### src/rtl/dual_motor_angle_unwrap_tracker_top_macros.svh
// ----------------------------------------------------------------------------
// Assertion macros for the dual motor angle unwrap tracker
// Same-cycle and next-cycle implication checks on the block clock.
// ----------------------------------------------------------------------------
`ifndef DUAL_MOTOR_ANGLE_UNWRAP_TRACKER_TOP_MACROS_SVH
`define DUAL_MOTOR_ANGLE_UNWRAP_TRACKER_TOP_MACROS_SVH

// consequent must hold in the same cycle as the antecedent
`define DMAUT_ASSERT_NOW(lbl, ante, cons, msg) \
    lbl: assert property (@(posedge i_clk) disable iff (!i_rst_n) \
        (ante) |-> (cons)) else $error(msg);

// consequent must hold in the cycle after the antecedent
`define DMAUT_ASSERT_NEXT(lbl, ante, cons, msg) \
    lbl: assert property (@(posedge i_clk) disable iff (!i_rst_n) \
        (ante) |=> (cons)) else $error(msg);

`endif

### src/rtl/dmaut_pkg.sv
// ----------------------------------------------------------------------------
// dmaut_pkg
// Types and constants shared by the dual motor angle unwrap tracker.
// ----------------------------------------------------------------------------
`default_nettype none

package dmaut_pkg;

    localparam int ID_W      = 11;
    localparam int THR_W     = 15;
    localparam int CFG_IDX_W = 2;
    localparam int CFG_DAT_W = 15;
    localparam int VAL_W     = 16;
    localparam int CNT_W     = 8;
    localparam int TOTAL_W   = 30;

    localparam int COUNTS_PER_TURN = 8192;

    localparam int Q_DEPTH = 2;
    localparam int QPTR_W  = (Q_DEPTH > 1) ? $clog2(Q_DEPTH) : 1;
    localparam int QCNT_W  = $clog2(Q_DEPTH + 1);

    localparam logic [ID_W-1:0]  LEFT_ID_RST  = ID_W'(517);
    localparam logic [ID_W-1:0]  RIGHT_ID_RST = ID_W'(518);
    localparam logic [THR_W-1:0] WRAP_THR_RST = THR_W'(6500);

    localparam logic [CFG_IDX_W-1:0] CFG_LEFT_ID  = CFG_IDX_W'(0);
    localparam logic [CFG_IDX_W-1:0] CFG_RIGHT_ID = CFG_IDX_W'(1);
    localparam logic [CFG_IDX_W-1:0] CFG_WRAP_THR = CFG_IDX_W'(2);

    localparam logic signed [VAL_W-1:0]   TURN_MAX = 16'sh7FFF;
    localparam logic signed [VAL_W-1:0]   TURN_MIN = 16'sh8000;
    localparam logic [CNT_W-1:0]          CNT_MAX  = {CNT_W{1'b1}};
    localparam logic signed [TOTAL_W-1:0] CPT_S    = TOTAL_W'(COUNTS_PER_TURN);

    typedef enum logic [1:0] {
        CMD_NONE,
        CMD_TICK,
        CMD_LEFT,
        CMD_RIGHT
    } t_cmd_kind;

    typedef struct packed {
        t_cmd_kind               kind;
        logic signed [VAL_W-1:0] angle;
        logic signed [VAL_W-1:0] speed;
    } t_cmd;

    typedef struct packed {
        logic              vld;
        logic [QCNT_W-1:0] count;
        t_cmd              cmd;
    } t_fq;

endpackage

`default_nettype wire

### src/rtl/dmaut_ifs.sv
// ----------------------------------------------------------------------------
// dmaut channel interfaces
// Valid/ready channels for frame items, result items and register writes.
// ----------------------------------------------------------------------------
`default_nettype none

interface dmaut_in_if;
    logic                 valid;
    logic                 ready;
    logic                 mode;
    logic [10:0]          frame_id;
    logic [7:0]           angle_high;
    logic [7:0]           angle_low;
    logic [7:0]           speed_high;
    logic [7:0]           speed_low;

    modport source (output valid, mode, frame_id, angle_high, angle_low,
                    speed_high, speed_low, input ready);
    modport sink   (input valid, mode, frame_id, angle_high, angle_low,
                    speed_high, speed_low, output ready);
endinterface

interface dmaut_out_if;
    logic                 valid;
    logic                 ready;
    logic                 matched;
    logic                 channel;
    logic signed [15:0]   angle_now;
    logic signed [15:0]   speed_now;
    logic signed [15:0]   turns;
    logic signed [29:0]   abs_angle;
    logic                 offline_left;
    logic                 offline_right;

    modport source (output valid, matched, channel, angle_now, speed_now, turns,
                    abs_angle, offline_left, offline_right, input ready);
    modport sink   (input valid, matched, channel, angle_now, speed_now, turns,
                    abs_angle, offline_left, offline_right, output ready);
endinterface

interface dmaut_cfg_if;
    logic                 valid;
    logic                 ready;
    logic [1:0]           index;
    logic [14:0]          data;

    modport source (output valid, index, data, input ready);
    modport sink   (input valid, index, data, output ready);
endinterface

`default_nettype wire

### src/rtl/dmaut_front.sv
// ----------------------------------------------------------------------------
// dmaut_front
// Configuration registers, frame classification and command queue.
// ----------------------------------------------------------------------------
`default_nettype none

module dmaut_front (
    input  wire logic                         i_clk,
    input  wire logic                         i_rst_n,
    dmaut_in_if.sink                          i_in,
    dmaut_cfg_if.sink                         i_cfg,
    input  wire logic                         i_pop,
    output      dmaut_pkg::t_fq               o_fq,
    output      logic [dmaut_pkg::THR_W-1:0]  o_wrap_thr
);
    import dmaut_pkg::*;

    logic [ID_W-1:0]   r_left_id;
    logic [ID_W-1:0]   r_right_id;
    logic [THR_W-1:0]  r_thr;
    t_cmd              r_q [Q_DEPTH];
    logic [QPTR_W-1:0] r_wptr, n_wptr;
    logic [QPTR_W-1:0] r_rptr, n_rptr;
    logic [QCNT_W-1:0] r_cnt, n_cnt;
    t_cmd              w_cmd;
    logic              w_push;
    logic              w_cfg_wr;

    assign i_cfg.ready = 1'b1;
    assign w_cfg_wr    = i_cfg.valid && i_cfg.ready;
    assign i_in.ready  = (r_cnt != QCNT_W'(Q_DEPTH));
    assign w_push      = i_in.valid && i_in.ready;

    always_comb begin
        w_cmd.angle = signed'({i_in.angle_high, i_in.angle_low});
        w_cmd.speed = signed'({i_in.speed_high, i_in.speed_low});
        priority if (i_in.mode) begin
            w_cmd.kind = CMD_TICK;
        end else if (i_in.frame_id == r_left_id) begin
            w_cmd.kind = CMD_LEFT;
        end else if (i_in.frame_id == r_right_id) begin
            w_cmd.kind = CMD_RIGHT;
        end else begin
            w_cmd.kind = CMD_NONE;
        end
    end

    always_comb begin
        n_wptr = r_wptr;
        n_rptr = r_rptr;
        if (w_push) begin
            n_wptr = (r_wptr == QPTR_W'(Q_DEPTH - 1)) ? '0 : r_wptr + QPTR_W'(1);
        end
        if (i_pop) begin
            n_rptr = (r_rptr == QPTR_W'(Q_DEPTH - 1)) ? '0 : r_rptr + QPTR_W'(1);
        end
        n_cnt = r_cnt + QCNT_W'(w_push) - QCNT_W'(i_pop);
    end

    always_ff @(posedge i_clk) begin
        if (!i_rst_n) begin
            r_left_id  <= LEFT_ID_RST;
            r_right_id <= RIGHT_ID_RST;
            r_thr      <= WRAP_THR_RST;
            r_wptr     <= '0;
            r_rptr     <= '0;
            r_cnt      <= '0;
        end else begin
            r_wptr <= n_wptr;
            r_rptr <= n_rptr;
            r_cnt  <= n_cnt;
            if (w_cfg_wr) begin
                unique case (i_cfg.index)
                    CFG_LEFT_ID:  r_left_id  <= i_cfg.data[ID_W-1:0];
                    CFG_RIGHT_ID: r_right_id <= i_cfg.data[ID_W-1:0];
                    CFG_WRAP_THR: r_thr      <= i_cfg.data[THR_W-1:0];
                    default: ;
                endcase
            end
        end
    end

    always_ff @(posedge i_clk) begin
        if (w_push) begin
            r_q[r_wptr] <= w_cmd;
        end
    end

    assign o_fq.vld   = (r_cnt != '0);
    assign o_fq.count = r_cnt;
    assign o_fq.cmd   = r_q[r_rptr];
    assign o_wrap_thr = r_thr;

endmodule

`default_nettype wire

### src/rtl/dmaut_back.sv
// ----------------------------------------------------------------------------
// dmaut_back
// Per-channel unwrap, turn count, frame counters and result register.
// ----------------------------------------------------------------------------
`default_nettype none

module dmaut_back (
    input  wire logic                         i_clk,
    input  wire logic                         i_rst_n,
    input  wire dmaut_pkg::t_fq               i_fq,
    input  wire logic [dmaut_pkg::THR_W-1:0]  i_wrap_thr,
    output      logic                         o_pop,
    dmaut_out_if.source                       o_out
);
    import dmaut_pkg::*;

    logic signed [VAL_W-1:0]   r_last_angle [2];
    logic signed [VAL_W-1:0]   r_turns      [2];
    logic [CNT_W-1:0]          r_fcnt       [2];
    logic                      r_offline    [2];
    logic signed [VAL_W-1:0]   n_last_angle [2];
    logic signed [VAL_W-1:0]   n_turns      [2];
    logic [CNT_W-1:0]          n_fcnt       [2];
    logic                      n_offline    [2];

    logic                      r_out_vld, n_out_vld;
    logic                      r_matched, n_matched;
    logic                      r_channel, n_channel;
    logic signed [VAL_W-1:0]   r_angle, n_angle;
    logic signed [VAL_W-1:0]   r_speed, n_speed;
    logic signed [VAL_W-1:0]   r_trn, n_trn;
    logic signed [TOTAL_W-1:0] r_total, n_total;

    logic                      w_ch;
    logic signed [VAL_W:0]     w_diff;
    logic signed [VAL_W:0]     w_thr;
    logic signed [VAL_W-1:0]   w_t;
    logic signed [VAL_W-1:0]   w_t_next;
    logic signed [TOTAL_W-1:0] w_total;

    assign o_pop = i_fq.vld && (!r_out_vld || o_out.ready);

    always_comb begin
        w_ch   = (i_fq.cmd.kind == CMD_RIGHT);
        w_thr  = signed'({2'b00, i_wrap_thr});
        w_diff = (VAL_W + 1)'(i_fq.cmd.angle) - (VAL_W + 1)'(r_last_angle[w_ch]);
        w_t    = r_turns[w_ch];
        priority if (w_diff < -w_thr) begin
            w_t_next = (w_t == TURN_MAX) ? w_t : w_t + VAL_W'(1);
        end else if (w_diff > w_thr) begin
            w_t_next = (w_t == TURN_MIN) ? w_t : w_t - VAL_W'(1);
        end else begin
            w_t_next = w_t;
        end
        w_total = TOTAL_W'(i_fq.cmd.angle) + TOTAL_W'(w_t_next) * CPT_S;
    end

    always_comb begin
        n_last_angle = r_last_angle;
        n_turns      = r_turns;
        n_fcnt       = r_fcnt;
        n_offline    = r_offline;
        n_out_vld    = o_out.ready ? 1'b0 : r_out_vld;
        n_matched    = r_matched;
        n_channel    = r_channel;
        n_angle      = r_angle;
        n_speed      = r_speed;
        n_trn        = r_trn;
        n_total      = r_total;
        if (o_pop) begin
            n_out_vld = 1'b1;
            n_matched = 1'b0;
            n_channel = 1'b0;
            n_angle   = '0;
            n_speed   = '0;
            n_trn     = '0;
            n_total   = '0;
            unique case (i_fq.cmd.kind)
                CMD_TICK: begin
                    for (int c = 0; c < 2; c++) begin
                        n_offline[c] = (r_fcnt[c] == '0);
                        n_fcnt[c]    = '0;
                    end
                end
                CMD_LEFT, CMD_RIGHT: begin
                    n_last_angle[w_ch] = i_fq.cmd.angle;
                    n_turns[w_ch]      = w_t_next;
                    if (r_fcnt[w_ch] != CNT_MAX) begin
                        n_fcnt[w_ch] = r_fcnt[w_ch] + CNT_W'(1);
                    end
                    n_matched = 1'b1;
                    n_channel = w_ch;
                    n_angle   = i_fq.cmd.angle;
                    n_speed   = i_fq.cmd.speed;
                    n_trn     = w_t_next;
                    n_total   = w_total;
                end
                CMD_NONE: ;
                default: ;
            endcase
        end
    end

    always_ff @(posedge i_clk) begin
        if (!i_rst_n) begin
            for (int c = 0; c < 2; c++) begin
                r_last_angle[c] <= '0;
                r_turns[c]      <= '0;
                r_fcnt[c]       <= '0;
                r_offline[c]    <= 1'b0;
            end
            r_out_vld <= 1'b0;
        end else begin
            r_last_angle <= n_last_angle;
            r_turns      <= n_turns;
            r_fcnt       <= n_fcnt;
            r_offline    <= n_offline;
            r_out_vld    <= n_out_vld;
        end
    end

    always_ff @(posedge i_clk) begin
        r_matched <= n_matched;
        r_channel <= n_channel;
        r_angle   <= n_angle;
        r_speed   <= n_speed;
        r_trn     <= n_trn;
        r_total   <= n_total;
    end

    assign o_out.valid         = r_out_vld;
    assign o_out.matched       = r_matched;
    assign o_out.channel       = r_channel;
    assign o_out.angle_now     = r_angle;
    assign o_out.speed_now     = r_speed;
    assign o_out.turns         = r_trn;
    assign o_out.abs_angle     = r_total;
    assign o_out.offline_left  = r_offline[0];
    assign o_out.offline_right = r_offline[1];

endmodule

`default_nettype wire

### src/rtl/dual_motor_angle_unwrap_tracker_top.sv
// ----------------------------------------------------------------------------
// dual_motor_angle_unwrap_tracker_top
// Two-channel multi-turn angle tracker driven by feedback frame items.
//
// i_in carries frame items (mode 0) and offline check ticks (mode 1); i_cfg
// writes the left and right frame identifiers and the wrap threshold, and is
// always ready. o_out returns exactly one result per accepted item, in order.
// The front stage classifies an item against the identifiers and queues it in
// a two-entry command queue; the back stage updates the channel state and
// loads the result register. A result passes through the command queue and
// then the back-stage result register before it is valid. One item transfers
// per cycle while o_out keeps taking results; the per-channel state update in
// the back stage sets that rate. When o_out stalls the result holds, the back
// stage holds, and i_in keeps taking items until the queue is full.
// Reset restores the identifiers to 517 and 518, the threshold to 6500, and
// clears angles, turn counts, frame counters, offline flags and the queue.
// ----------------------------------------------------------------------------
`default_nettype none

`include "dual_motor_angle_unwrap_tracker_top_macros.svh"

module dual_motor_angle_unwrap_tracker_top (
    input  wire logic    i_clk,
    input  wire logic    i_rst_n,
    dmaut_in_if.sink     i_in,
    dmaut_cfg_if.sink    i_cfg,
    dmaut_out_if.source  o_out
);
    import dmaut_pkg::*;

    t_fq              w_fq;
    logic             w_pop;
    logic [THR_W-1:0] w_wrap_thr;

    dmaut_front u_front (
        .i_clk      (i_clk),
        .i_rst_n    (i_rst_n),
        .i_in       (i_in),
        .i_cfg      (i_cfg),
        .i_pop      (w_pop),
        .o_fq       (w_fq),
        .o_wrap_thr (w_wrap_thr)
    );

    dmaut_back u_back (
        .i_clk      (i_clk),
        .i_rst_n    (i_rst_n),
        .i_fq       (w_fq),
        .i_wrap_thr (w_wrap_thr),
        .o_pop      (w_pop),
        .o_out      (o_out)
    );

    `DMAUT_ASSERT_NOW(a_ready_only_when_not_full, !i_in.ready, w_fq.count == QCNT_W'(Q_DEPTH), "input stalled with queue not full")
    `DMAUT_ASSERT_NEXT(a_pop_loads_result, w_pop, o_out.valid, "popped command gave no result")
    `DMAUT_ASSERT_NOW(a_unmatched_zero, o_out.valid && !o_out.matched, o_out.turns == '0 && o_out.abs_angle == '0 && o_out.angle_now == '0, "unmatched result carries data")
    `DMAUT_ASSERT_NOW(a_total_consistent, o_out.valid && o_out.matched, o_out.abs_angle == TOTAL_W'(o_out.angle_now) + TOTAL_W'(o_out.turns) * CPT_S, "multi-turn angle mismatch")

endmodule

`default_nettype wire
### src/flat_wrapper.sv
// flat-port wrapper written by rule: the top's interface ports become plain ports
module dual_motor_angle_unwrap_tracker_top_flat import dmaut_pkg::*;
  (i_clk, i_rst_n, i_in_valid, i_in_mode, i_in_frame_id, i_in_angle_high, i_in_angle_low, i_in_speed_high, i_in_speed_low, i_in_ready, i_cfg_valid, i_cfg_index, i_cfg_data, i_cfg_ready, o_out_valid, o_out_matched, o_out_channel, o_out_angle_now, o_out_speed_now, o_out_turns, o_out_abs_angle, o_out_offline_left, o_out_offline_right, o_out_ready);
  dmaut_in_if i_in_i ();
  dmaut_cfg_if i_cfg_i ();
  dmaut_out_if o_out_i ();
  input  wire logic i_clk;
  input  wire logic i_rst_n;
  input wire logic [$bits(i_in_i.valid)-1:0] i_in_valid;
  input wire logic [$bits(i_in_i.mode)-1:0] i_in_mode;
  input wire logic [$bits(i_in_i.frame_id)-1:0] i_in_frame_id;
  input wire logic [$bits(i_in_i.angle_high)-1:0] i_in_angle_high;
  input wire logic [$bits(i_in_i.angle_low)-1:0] i_in_angle_low;
  input wire logic [$bits(i_in_i.speed_high)-1:0] i_in_speed_high;
  input wire logic [$bits(i_in_i.speed_low)-1:0] i_in_speed_low;
  output wire logic [$bits(i_in_i.ready)-1:0] i_in_ready;
  input wire logic [$bits(i_cfg_i.valid)-1:0] i_cfg_valid;
  input wire logic [$bits(i_cfg_i.index)-1:0] i_cfg_index;
  input wire logic [$bits(i_cfg_i.data)-1:0] i_cfg_data;
  output wire logic [$bits(i_cfg_i.ready)-1:0] i_cfg_ready;
  output wire logic [$bits(o_out_i.valid)-1:0] o_out_valid;
  output wire logic [$bits(o_out_i.matched)-1:0] o_out_matched;
  output wire logic [$bits(o_out_i.channel)-1:0] o_out_channel;
  output wire logic [$bits(o_out_i.angle_now)-1:0] o_out_angle_now;
  output wire logic [$bits(o_out_i.speed_now)-1:0] o_out_speed_now;
  output wire logic [$bits(o_out_i.turns)-1:0] o_out_turns;
  output wire logic [$bits(o_out_i.abs_angle)-1:0] o_out_abs_angle;
  output wire logic [$bits(o_out_i.offline_left)-1:0] o_out_offline_left;
  output wire logic [$bits(o_out_i.offline_right)-1:0] o_out_offline_right;
  input wire logic [$bits(o_out_i.ready)-1:0] o_out_ready;
  assign i_in_i.valid = i_in_valid;
  assign i_in_i.mode = i_in_mode;
  assign i_in_i.frame_id = i_in_frame_id;
  assign i_in_i.angle_high = i_in_angle_high;
  assign i_in_i.angle_low = i_in_angle_low;
  assign i_in_i.speed_high = i_in_speed_high;
  assign i_in_i.speed_low = i_in_speed_low;
  assign i_in_ready = i_in_i.ready;
  assign i_cfg_i.valid = i_cfg_valid;
  assign i_cfg_i.index = i_cfg_index;
  assign i_cfg_i.data = i_cfg_data;
  assign i_cfg_ready = i_cfg_i.ready;
  assign o_out_valid = o_out_i.valid;
  assign o_out_matched = o_out_i.matched;
  assign o_out_channel = o_out_i.channel;
  assign o_out_angle_now = o_out_i.angle_now;
  assign o_out_speed_now = o_out_i.speed_now;
  assign o_out_turns = o_out_i.turns;
  assign o_out_abs_angle = o_out_i.abs_angle;
  assign o_out_offline_left = o_out_i.offline_left;
  assign o_out_offline_right = o_out_i.offline_right;
  assign o_out_i.ready = o_out_ready;
  dual_motor_angle_unwrap_tracker_top u_core (.i_clk(i_clk), .i_rst_n(i_rst_n), .i_in(i_in_i), .i_cfg(i_cfg_i), .o_out(o_out_i));
endmodule
### config.mk
export PLATFORM = sky130hd
export DESIGN_NAME = dual_motor_angle_unwrap_tracker_top_flat
export DESIGN_NICKNAME = d
export VERILOG_FILES = /design/src/rtl/dmaut_pkg.sv /design/src/rtl/dmaut_ifs.sv /design/src/rtl/dmaut_front.sv /design/src/rtl/dmaut_back.sv /design/src/rtl/dual_motor_angle_unwrap_tracker_top.sv /design/src/flat_wrapper.sv
export VERILOG_INCLUDE_DIRS = /design/src /design/src/rtl
export SDC_FILE = /design/constraint.sdc
export NUM_CORES = 1
export LEC_CHECK = 0
export BUFFER_PORTS_ARGS = -buffer_cell sky130_fd_sc_hd__buf_2
export CORE_MARGIN = 2
export CORE_UTILIZATION = 25
export CTS_CLUSTER_SIZE = 14
export DETAILED_ROUTE_END_ITERATION = 16
export SLEW_MARGIN = 10
export SYNTH_ARGS = -nofsm -noshare
export SYNTH_HDL_FRONTEND = slang
export SYNTH_HIERARCHICAL = 1
export SYNTH_SLANG_ARGS = --single-unit
### constraint.sdc
create_clock -name i_clk -period 21.3 [get_ports i_clk]
set_input_delay 2.13 -clock i_clk [delete_from_list [all_inputs] [get_ports i_clk]]
set_output_delay 2.13 -clock i_clk [all_outputs]
set_load 0.02 [all_outputs]
## Yosys cells after proc, flatten, opt, wreduce, memory -nomap -nowiden

Memories as Yosys holds them, arrays and structs flattened. A register that Yosys moved wholly into a read port is not among the register bits.
Index checks and enable logic that the tools add are counted.

- Register bits after elaboration: 204
- Latch bits: 0
- Bits in writable memories: 68
- Memory bits (read-only): 0
- Bits of input ports: 66
- Output and inout port bits: 85
- Logic and storage cells: 101
- Memories kept: 1

- Add/sub/neg operators: 10
- Multiply operators: 0
- Div/mod/pow operators: 0
- Order comparisons: 4
- Equal/unequal tests: 12
- Shift-type cells: 0
- Multiplexer cells: 34
- Bitwise gates (word level): 1
- Reductions and logical operators: 18

Memory list:

| memory | depth | width | read ports | clocked after memory_dff | write ports | line | text |
|---|---|---|---|---|---|---|---|
| u_core.u_front.r_q | 2 | 34 | 1 | 1 | 1 | dmaut_front.sv:21 | `t_cmd r_q [Q_DEPTH];` |

Operators by type and width:

| operator | count |
|---|---|
| 16-bit 2-to-1 mux | 12 |
| 32-bit bitwise mux | 2 |
| 16-bit == test (second input constant) | 2 |
| 8-bit 2-to-1 mux | 4 |
| 16-bit case mux with 2 select lines | 1 |
| 16-bit by 29-bit adder with 30-bit output | 1 |
| 11-bit == test | 2 |
| 17-bit by 16-bit > comparator with 1-bit output | 1 |
| 17-bit less-than comparator | 1 |
| 15-bit negator with 17-bit output | 1 |
| 16-bit by 16-bit subtractor with 17-bit output | 1 |
| 16-bit by 2-bit adder with 16-bit output (second input constant) | 1 |
| 16-bit bitwise mux | 1 |
| 16-bit demux with 1-bit select | 1 |
| 8-bit logical NOT | 2 |
| 16-bit by 2-bit subtractor with 16-bit output (second input constant) | 1 |
| 2-bit AND reduction | 5 |
| 1-bit 2-to-1 mux | 9 |
| 8-bit by 1-bit adder with 8-bit output (second input constant) | 1 |
| 8-bit demux with 1-bit select | 1 |
| 8-bit inequality test (second input constant) | 1 |
| 2-bit == test (second input constant) | 3 |
| 2-bit 2-to-1 mux | 3 |
| 2-bit nonzero test | 3 |
| 14 further kinds | 19 |

## Depth between registers and ports, before layout

Gate-level depths: netlist of the first run.

- Depth after elaboration: 10
- Gate-level depth with buffers: 43
- Depth with buffers taken out: 37

## Modules after synthesis

The synthesis of the first run kept the hierarchy.

By module, submodules not included:

| module | times used | cells an instance | area an instance (um2) | seq. area each (um2) |
|---|---|---|---|---|
| dmaut_back | 1 | 1061 | 9481.6 | 3673.5 |
| dmaut_front | 1 | 327 | 4326.6 | 2882.8 |

## Least setup slack after synthesis of the first run

OpenSTA, ideal clock, no wires.

- Path type: reg2reg
- Start point: register with a tool-made name
- End point: register u_core.u_back.r_total[26], in the netlist u_core/u_back/o_out.abs_angle[26] (data pin)
- Library setup time: 0.255 ns
- Arrival time: 8.118 ns
- Data required time: 21.045 ns
- Path slack: 12.927 ns
- Cell stages (with the launch flop): 42
- Buffers on the path: 7
- Clock period less this slack: 8.373 ns
- Path through: dfxtp_1 -> buf_2 -> buf_2 -> mux2_2 -> nand2_2 -> buf_6 -> buf_6 -> clkbuf_1 -> clkbuf_1 -> buf_1 -> nand2_1 -> nand2_1 -> ha_1 -> fa_1 -> nor2b_1 -> o311ai_0 -> a31oi_1 -> o21ai_0 -> [... 6 more ...] -> o2111a_1 -> nor2_1 -> a32o_1 -> a31oi_1 -> a21o_1 -> nand2_1 -> a31oi_1 -> inv_1 -> ha_1 -> a21o_1 -> a21oi_1 -> nor2b_1 -> o21a_1 -> o21ai_0 -> a2bb2oi_1 -> a21oi_1 -> xor2_1 -> and2_1

RTL lines:

| what | line | text |
|---|---|---|
| to (signal assigned) | dmaut_back.sv:128 | `r_total <= n_total;` |
| to (decl) | dmaut_back.sv:32 | `logic signed [TOTAL_W-1:0] r_total, n_total;` |

==> run_results.csv, run 1 <==
group,metric,value,unit
outcome,status,"completed",
yosys,synth_area_leader_cell,"edfxtp_1",
global_routing,antenna_found_initial,2,
critical_path,required,21.62,ns
critical_path,worstRegToRegCells,38,
place,placed_area,15200,um^2
clock_tree,clk_pin_slew,0.06,ns
floorplan,core-area,54900,um^2
yosys,synth_area_leaders,"edfxtp_1 29%, dfxtp_1 18%, ha_1 6.3%",
floorplan,dieArea,57100,um^2
place,dpl.cell_count,2187,
timing,setup_viol,0,
global_routing,grt_overflow_total,0,
route,drt_iter0_markers,658,
clock_tree,cts_resized,0,
yosys,ys_ff_latch,260,
critical_path,crit_buf_inv,5,
critical_path,max_stage_delay,0.63,ns
critical_path,crit_slowest_cell,"inv_1",
yosys,post_synth_num_cell_types,83,
floorplan,die_w,239,um
route,wl_per_cell,15.5,um
critical_path,crit_fanout,49,
route,vias,10432,
final_layout,final_util,29.3,%
route,drt_first_pass_iters,6,
final_layout,fin_nets,1650,
final_layout,final_cell_mix,"211 x nand2_1, 149 x buf_2, 135 x edfxtp_1, 125 x dfxtp_1, 101 x a21oi_1",
timing,tightest_slew,1.06,ns
yosys,syn_inst,1388,
clock_tree,cts_setup_buffers,0,
critical_path,worst-setup-path-type,"register to register",
final_layout,layoutNonFillerInstCount,2238,
floorplan,row_count,86,
critical_path,startpoint_type,"register",
clock_tree,tritoncts,"built",
floorplan,die_height,239,um
yosys,synth_edf_count,135,
route,drc,0,
place,gp_congestion,0.895,
critical_path,crit_arrival,9.67,ns
floorplan,initial_utilization,25.2,%
critical_path,cp_top_family,"compound AO/OA/AOI/OAI gates",
timing,rsz0062_at_grt,"false",
timing,fmax,107,MHz
place,dp_hpwl,25.0,mm
yosys,seq_area_frac_synth,47.5,%
clock_tree,cts_buffers,27,
yosys,synthFlopType,"edfxtp_1",
yosys,synth_nets,1526,
global_routing,grt_max_degree,79,
clock_tree,clkLatencyLatePin,0.57,ns
timing,max-slew-margin-rel,29.1,%
yosys,avgSynthCellArea,9.95,um^2
timing,holdWs,0.451,ns
route,vias_per_cell,4.66,
pwr,p_leak,6.39,nW
critical_path,endpoint_kind,"register",
worst_hold_path,whs_path_depth,2,
pwr,finalPower,2.57,mW
route,routed_wl,34.7,mm
worst_hold_path,hp-class,"register to register",
yosys,synth_top_area_share,29.4,%
flow_run,maxCapViolCount,0,
critical_path,critical_path_depth,38,
clock_tree,hold_buffers,0,
place,pre_cts_slack,12.04,ns
global_routing,grt_first_pass_wirelength,55.0,mm
final_layout,fin_area,16100,um^2
pwr,vdd_drop_max,67.6,uV
global_routing,grt_pass1_vias,10082,
clock_tree,clock_sinks,260,
timing,fin_setup_tns,0,ns
timing,finalCritPeriodShare,43.9,%
timing,skew,0.0181,ns
place,placement.io_buffers,149,
final_layout,n_fill_cell,5660,
timing,hold_viol_final,0,
timing,final_max_slew_viol_count,0,
yosys,netlist_area,13800,um^2
route,antenna_left,0,
final_layout,areaGrowthSynthToFinish,16.6,%
clock_tree,clockRootBuffer,"clkbuf_16",
clock_tree,htree_levels,1,
floorplan,io_pins,151,
final_layout,post_route_cells_drive_above_1_share,18.2,%
clock_tree,clk_path_buf_depth,3,
timing,post-route-min-period,9.35,ns
critical_path,rrSetupSlack,11.95,ns
yosys,ys_warn_count,6,
global_routing,grt_usage,12.0,%
timing,timing.final.ws_setup,11.95,ns
yosys,ys_async_sr_fraction,0,%
final_layout,final_common_cell,"nand2_1",
pwr,p_per_area,160,nW/um^2
critical_path,worst_path_most_repeated_cell,"a21oi_1",
## layer usage
layer / wire length, um / global-route usage, % / vias to the layer above
li1: - / - / 5162
met1: 15900 / 15.7 / 4933
met2: 16300 / 20.0 / 285
met3: 1750 / 2.29 / 52
met4: 821 / 3.39 / 0
met5: 0 / 0 / -
## state kept, by name, indices dropped and copies added (netlist names), 2 cells and up, named ones only
signal and count:
u_core/u_back/o_out.abs_angle 17, u_core/u_back/o_out.angle_now 16, u_core/u_back/o_out.speed_now 16, u_core/u_back/o_out.turns 16
u_core/u_back/r_fcnt 16, u_core/u_back/r_last_angle 32, u_core/u_back/r_turns 32, u_core/u_front/o_wrap_thr 15
u_core/u_front/r_cnt 2, u_core/u_front/r_left_id 11, u_core/u_front/r_q 68, u_core/u_front/r_right_id 11
## where the power goes
part | switching, mW | internal [mW] | leakage, nW | total [mW]
Combinational | 0.845 | 0.538 | 3.64 | 1.38
Sequential | 0.0393 | 0.675 | 2.31 | 0.714
Clock | 0.203 | 0.273 | 0.440 | 0.476
Total | 1.09 | 1.49 | 6.39 | 2.57
## cell type report
class	instances	area (um^2)	share of cell area, %
repair buffers	163	851	5.28
multi-input cells	1010	6730	41.8
clock buffers	41	800	4.97
well taps	704	881	5.47
inverters	50	188	1.17
flip-flops and latches	260	6560	40.7
clock inverters	9	96.3	0.598
diodes	1	2.50	0.0155
## path summary, 6_finish.rpt
path	start	endpoint
max	register	u_core/u_back/o_out.abs_angle[26]$_SDFFCE_PN0P_
min	u_core/u_back/o_out.offline_left$_SDFFE_PN0P_	u_core/u_back/o_out.offline_left$_SDFFE_PN0P_
max reg2reg	register	u_core/u_back/o_out.abs_angle[26]$_SDFFCE_PN0P_
min reg2reg	u_core/u_back/o_out.offline_left$_SDFFE_PN0P_	u_core/u_back/o_out.offline_left$_SDFFE_PN0P_
## cell families after synthesis
family	count (synthesis)	synth area share [%]
simple gates	508	18.1
compound gates	265	12.2
flops	260	47.5
buf+inv	118	3.91
xor+xnor	85	5.39
mux	79	6.23
fa+ha+maj	72	6.63
other cells	1	0.0272
## cells in the mapped netlist (3+ instances only)
master and n:
a211o_1 3, a211oi_1 9, a21bo_2 3, a21boi_0 18
a21boi_1 11, a21o_1 13, a21oi_1 101, a31oi_1 10
and2_1 61, and3_1 11, and3b_1 3, and4_1 3
buf_2 9, buf_4 17, buf_6 3, clkbuf_1 37
dfxtp_1 125, edfxtp_1 135, ha_1 70, inv_1 49
mux2_2 43, mux2_4 3, mux2i_1 33, nand2_1 211
nand2b_1 16, nand3_1 42, nand3b_1 8, nand4_1 12
nor2_1 59, nor2b_1 21, nor3_1 21, nor3b_1 5
nor4_1 8, o211ai_1 4, o21a_1 7, o21ai_0 48
o21bai_1 3, or2_2 5, or3_1 8, xnor2_1 52
xor2_1 33
## worst register-to-register path, delay by kind of cell, from the launching register on
kind                     cells  cell delay [ns]
AO/OA/AOI/OAI               17             3.61
XOR/XNOR                     2             0.31
adder cells (fa/ha/maj)      4             1.22
buffers and inverters        5             2.05
flip-flops                   1             0.30
multiplexers                 1             0.57
AND/OR/NAND/NOR              9             1.05
Power figures use the tool's default switching activity.
==> inputs of run 2 (changes only) <==
Clock period 21.3 ns to 9.64 ns, I/O delays scaled along.
==> run 2 against run 1 <==
Against the previous run:
- sequential share of layout area down 0.15 points
- design area is 0.37% higher
- global-route usage about the same
- non-clock buffer count is 1 lower
- total power up 120%
- sequential power grew 120%
- utilization grew 0.11 points
- fmax up 10%
- clock skew grew 0.0014 ns
- first-iteration DRC count down 16%
- critical path depth decreased by 5
- critical endpoint is now u_core/u_back/o_out.abs_angle[28]$_SDFFCE_PN0P_
- largest power group unchanged
- highest routed layer unchanged
==> run_results.csv, run 2 (synthesized netlist as in run 1, its figures left out) <==
group,metric,value,unit
critical_path,worst_path_most_repeated_cell,"a21oi_1",
clock_tree,htree_levels,1,
pwr,p_seq_share,27.5,%
floorplan,die_height,239,um
pwr,vdd_drop_max,163,uV
pwr,combPwrFrac,53.3,%
clock_tree,clk_path_buf_depth,3,
clock_tree,clkLatencyLatePin,0.57,ns
pwr,p_switching,2.42,mW
outcome,status,"completed",
route,vias,10407,
final_layout,final_common_cell,"nand2_1",
critical_path,required,9.96,ns
timing,holdWs,0.453,ns
timing,final_max_slew_viol_count,0,
flow_run,maxCapViolCount,0,
timing,hold_viol_final,0,
final_layout,final_cell_mix,"211 x nand2_1, 149 x buf_2, 135 x edfxtp_1, 125 x dfxtp_1, 101 x a21oi_1",
pwr,clkPwrFrac,19.2,%
floorplan,row_count,86,
final_layout,final_util,29.4,%
global_routing,grt_first_pass_wirelength,55.1,mm
clock_tree,cts_buffers,29,
place,placed_area,15200,um^2
timing,fmax,118,MHz
floorplan,io_pins,151,
route,drc,0,
critical_path,crit_slowest_cell,"a31oi_1",
final_layout,largest_register_ffs,68,
pwr,finalPower,5.73,mW
timing,fin_setup_tns,0,ns
pwr,p_leak,6.41,nW
floorplan,core-area,54900,um^2
place,placement.io_buffers,149,
critical_path,max_stage_delay,0.60,ns
route,routed_wl,34.7,mm
clock_tree,cts_resized,0,
clock_tree,hold_buffers,0,
final_layout,fin_nets,1651,
final_layout,areaGrowthSynthToFinish,17.0,%
final_layout,post_route_cells_drive_above_1_share,18.3,%
route,antenna_left,0,
critical_path,worst-setup-path-type,"register to register",
floorplan,die_w,239,um
place,pre_cts_slack,1.22,ns
timing,timing.final.ws_setup,1.17,ns
route,wl_per_cell,15.5,um
route,vias_per_cell,4.64,
pwr,swShare,42.3,%
clock_tree,clockRootBuffer,"clkbuf_16",
pwr,internal_power,3.31,mW
clock_tree,clock_sinks,260,
global_routing,grt_usage,12.0,%
timing,skew,0.0195,ns
timing,finalCritPeriodShare,87.9,%
final_layout,layoutNonFillerInstCount,2242,
timing,post-route-min-period,8.47,ns
final_layout,largest_register,"u_core/u_front/r_q",
place,dp_hpwl,24.9,mm
clock_tree,clk_pin_slew,0.06,ns
pwr,p_per_area,354,nW/um^2
critical_path,crit_fanout,33,
route,drt_first_pass_iters,4,
route,drt_iter0_markers,556,
final_layout,fin_area,16200,um^2
timing,tightest_slew,1.10,ns
clock_tree,cts_setup_buffers,0,
floorplan,dieArea,57100,um^2
critical_path,crit_buf_inv,3,
floorplan,initial_utilization,25.2,%
timing,max-slew-margin-rel,26.8,%
critical_path,crit_arrival,8.79,ns
critical_path,startpoint_type,"register",
worst_hold_path,hp-class,"register to register",
global_routing,grt_overflow_total,0,
timing,rsz0062_at_grt,"false",
global_routing,grt_pass1_vias,10260,
place,gp_congestion,0.924,
final_layout,reg_top3,"u_core/u_front/r_q x68, u_core/u_back/r_last_angle x32, u_core/u_back/r_turns x32",
critical_path,endpoint_kind,"register",
final_layout,n_fill_cell,5707,
global_routing,grt_max_degree,79,
global_routing,antenna_found_initial,1,
timing,setup_viol,0,
critical_path,cp_top_family,"compound AO/OA/AOI/OAI gates",
place,dpl.cell_count,2186,
clock_tree,tritoncts,"built",
run 2: worst paths after layout:
path                                          startpoint                                              end  slack, ns  depth (start not counted)
max                                             register  u_core/u_back/o_out.abs_angle[28]$_SDFFCE_PN0P_       1.17                         33
min          u_core/u_back/r_last_angle[15]$_SDFFE_PN0P_      u_core/u_back/r_last_angle[15]$_SDFFE_PN0P_       0.45                          2
max reg2reg                                     register  u_core/u_back/o_out.abs_angle[28]$_SDFFCE_PN0P_       1.17                         33
min reg2reg  u_core/u_back/r_last_angle[15]$_SDFFE_PN0P_      u_core/u_back/r_last_angle[15]$_SDFFE_PN0P_       0.45                          2
run 2: worst register-to-register path: cells and delay by family (launching register included):
kind	cells	cell delay, ns
fa+ha+maj	3	0.90
buf+inv	3	0.85
compound gates	17	4.35
mux	2	0.65
simple gates	6	0.90
xor+xnor	2	0.27
flops	1	0.33
run 2: layer usage:
metal | routed length (um) | global-route usage [%]
met1 | 15900 | 15.9
met4 | 827 | 3.20
met5 | 0 | 0
met3 | 1690 | 2.01
met2 | 16300 | 20.1
run 2: power by group through the flow:
stage	Sequential (mW)	Combinational [mW]	Clock [mW]
finish	1.57	3.05	1.10
global route	1.60	3.38	1.17
CTS	1.58	3.07	1.13
detailed placement	1.60	3.05	0
global placement	1.60	3.01	0
floorplan	1.77	2.08	0
run 2: final cells by class:
class	count	area, um^2	area share (%)
multi-input cells	1010	6730	41.6
flip-flops and latches	260	6560	40.6
well taps	704	881	5.45
repair buffers	162	843	5.22
clock buffers	38	821	5.08
inverters	50	188	1.16
clock inverters	16	139	0.859
diodes	2	5.00	0.0310
==> inputs of run 3 (changes only) <==
Settings changed: CORE_ASPECT_RATIO from default to 1.4.
==> run 3 against run 2 <==
Against the previous run:
- non-clock buffer count shrank 1
- utilization grew 0.38 points
- first-iteration DRC count shrank 12%
- worst hold slack gained 0.0032 ns
- flip-flop and latch count is the same
- largest cell class unchanged
- clock skew shrank 0.0048 ns
- register-to-register slack gained 0.18 ns
- global-route usage grew 0.12 points
- via count shrank 0.14%
- clock power grew 5%
- routed wire length grew 1.3%
- sequential power is essentially flat
==> run_results.csv, run 3 (synthesized netlist as in run 1, its figures left out) <==
group,metric,value,unit
critical_path,crit_arrival,8.63,ns
final_layout,final_common_cell,"nand2_1",
final_layout,post_route_cells_drive_above_1_share,18.5,%
global_routing,grt_usage,12.1,%
timing,fmax,121,MHz
place,placement.io_buffers,149,
timing,tightest_slew,1.12,ns
timing,post-route-min-period,8.29,ns
critical_path,max_stage_delay,0.56,ns
final_layout,fin_nets,1651,
global_routing,grt_pass1_vias,10223,
floorplan,row_count,101,
clock_tree,cts_resized,0,
timing,finalCritPeriodShare,86.0,%
clock_tree,clkLatencyLatePin,0.58,ns
clock_tree,clk_pin_slew,0.06,ns
floorplan,die_height,282,um
route,vias_per_cell,4.60,
critical_path,required,9.97,ns
critical_path,startpoint_type,"register",
place,dp_hpwl,25.6,mm
route,drt_iter0_markers,488,
clock_tree,hold_buffers,0,
global_routing,antenna_found_initial,0,
floorplan,die_w,203,um
clock_tree,cts_setup_buffers,0,
timing,hold_viol_final,0,
final_layout,largest_register,"u_core/u_front/r_q",
floorplan,initial_utilization,25.4,%
floorplan,dieArea,57200,um^2
pwr,combPwrFrac,52.7,%
floorplan,io_pins,151,
route,wl_per_cell,15.6,um
clock_tree,htree_levels,1,
final_layout,final_cell_mix,"211 x nand2_1, 149 x buf_2, 135 x edfxtp_1, 125 x dfxtp_1, 101 x a21oi_1",
final_layout,n_fill_cell,5627,
critical_path,worstRegToRegCells,33,
final_layout,largest_register_ffs,68,
pwr,swShare,42.1,%
clock_tree,cts_buffers,30,
pwr,p_per_area,356,nW/um^2
clock_tree,clock_sinks,260,
critical_path,endpoint_kind,"register",
pwr,p_leak,6.44,nW
route,drt_first_pass_iters,5,
clock_tree,clk_path_buf_depth,3,
final_layout,ff_latch_area,6560,um^2
outcome,status,"completed",
floorplan,core-area,54500,um^2
timing,final_max_slew_viol_count,0,
timing,fin_setup_tns,0,ns
timing,rsz0062_at_grt,"false",
critical_path,crit_fanout,34,
timing,setup_viol,0,
critical_path,worst_path_most_repeated_cell,"a21oi_1",
final_layout,multi_input_area,6730,um^2
route,drc,0,
clock_tree,tritoncts,"built",
final_layout,areaGrowthSynthToFinish,17.6,%
global_routing,grt_overflow_total,0,
critical_path,crit_slowest_cell,"mux2_2",
flow_run,maxCapViolCount,0,
global_routing,grt_max_degree,79,
final_layout,reg_top3,"u_core/u_front/r_q x68, u_core/u_back/r_last_angle x32, u_core/u_back/r_turns x32",
timing,holdWs,0.457,ns
pwr,p_switching,2.43,mW
worst_hold_path,hold_start,"u_core/u_back/r_last_angle[18]$_SDFFE_PN0P_",
pwr,vdd_drop_max,138,uV
place,gp_congestion,0.876,
route,antenna_left,0,
worst_hold_path,whs_path_depth,2,
timing,max-slew-margin-rel,25.0,%
route,routed_wl,35.2,mm
critical_path,worst-setup-path-type,"register to register",
pwr,clkPwrFrac,20.0,%
timing,skew,0.0147,ns
pwr,p_seq_share,27.3,%
global_routing,grt_first_pass_wirelength,55.5,mm
worst_hold_path,hp-class,"register to register",
pwr,internal_power,3.34,mW
clock_tree,clockRootBuffer,"clkbuf_16",
route,vias,10392,
==> run 3: power by group through the flow <==
stage               Sequential (mW)  Clock [mW]  Combinational (mW)
CTS                            1.59        1.19                3.07
global route                   1.60        1.23                3.37
floorplan                      1.77           0                2.08
global placement               1.60           0                3.01
detailed placement             1.61           0                3.06
finish                         1.58        1.15                3.05
==> run 3: final timing paths <==
| path | slack [ns] | end |
|---|---|---|
| min reg2reg | 0.46 | u_core/u_back/r_last_angle[18]$_SDFFE_PN0P_ |
| max reg2reg | 1.35 | u_core/u_back/o_out.abs_angle[26]$_SDFFCE_PN0P_ |
| max | 1.35 | u_core/u_back/o_out.abs_angle[26]$_SDFFCE_PN0P_ |
| min | 0.46 | u_core/u_back/r_last_angle[18]$_SDFFE_PN0P_ |
==> run 3: through the flow <==
step / area (um^2) / setup WS (ns) / cells / total power, mW / util (%)
floorplan: 13800 / 1.27 / 1388 / 3.85 / -
global placement: 15200 / 1.60 / 2202 / 4.62 / 27.9
detailed placement: 15200 / 1.41 / 2202 / 4.67 / 27.9
CTS: 16200 / 1.39 / 2258 / 5.84 / 29.8
global route: 16200 / 0.644 / 2258 / 6.21 / 29.8
finish: 16200 / 1.35 / 2259 / 5.78 / 29.8
==> run 3: worst max-delay path: cells and delay by family (launching register included) <==
family / cells / cell delay [ns]
xor gates and xnor gates: 3 / 0.47
and+or+nand+nor: 7 / 1.16
AOI/OAI and AO/OA: 15 / 3.58
adders and majority gates: 3 / 0.94
DFF: 1 / 0.31
buffers and inverters: 3 / 0.75
muxes: 2 / 0.80
==> run 3: metal layers <==
layer	track usage (%)	vias up	wire [um]
li1	-	5143	-
met1	13.9	4956	14600
met2	22.9	239	18400
met3	1.32	54	1260
met4	4.38	0	928
met5	0	-	0
==> run 3: area by class of cell <==
cell class              count  area share (%)
multi-input cells        1010            41.4
flip-flops and latches    260            40.4
well taps                 721            5.55
repair buffers            161            5.15
clock buffers              36            5.08
clock inverters            20            1.23
inverters                  50            1.16
diodes                      1          0.0154
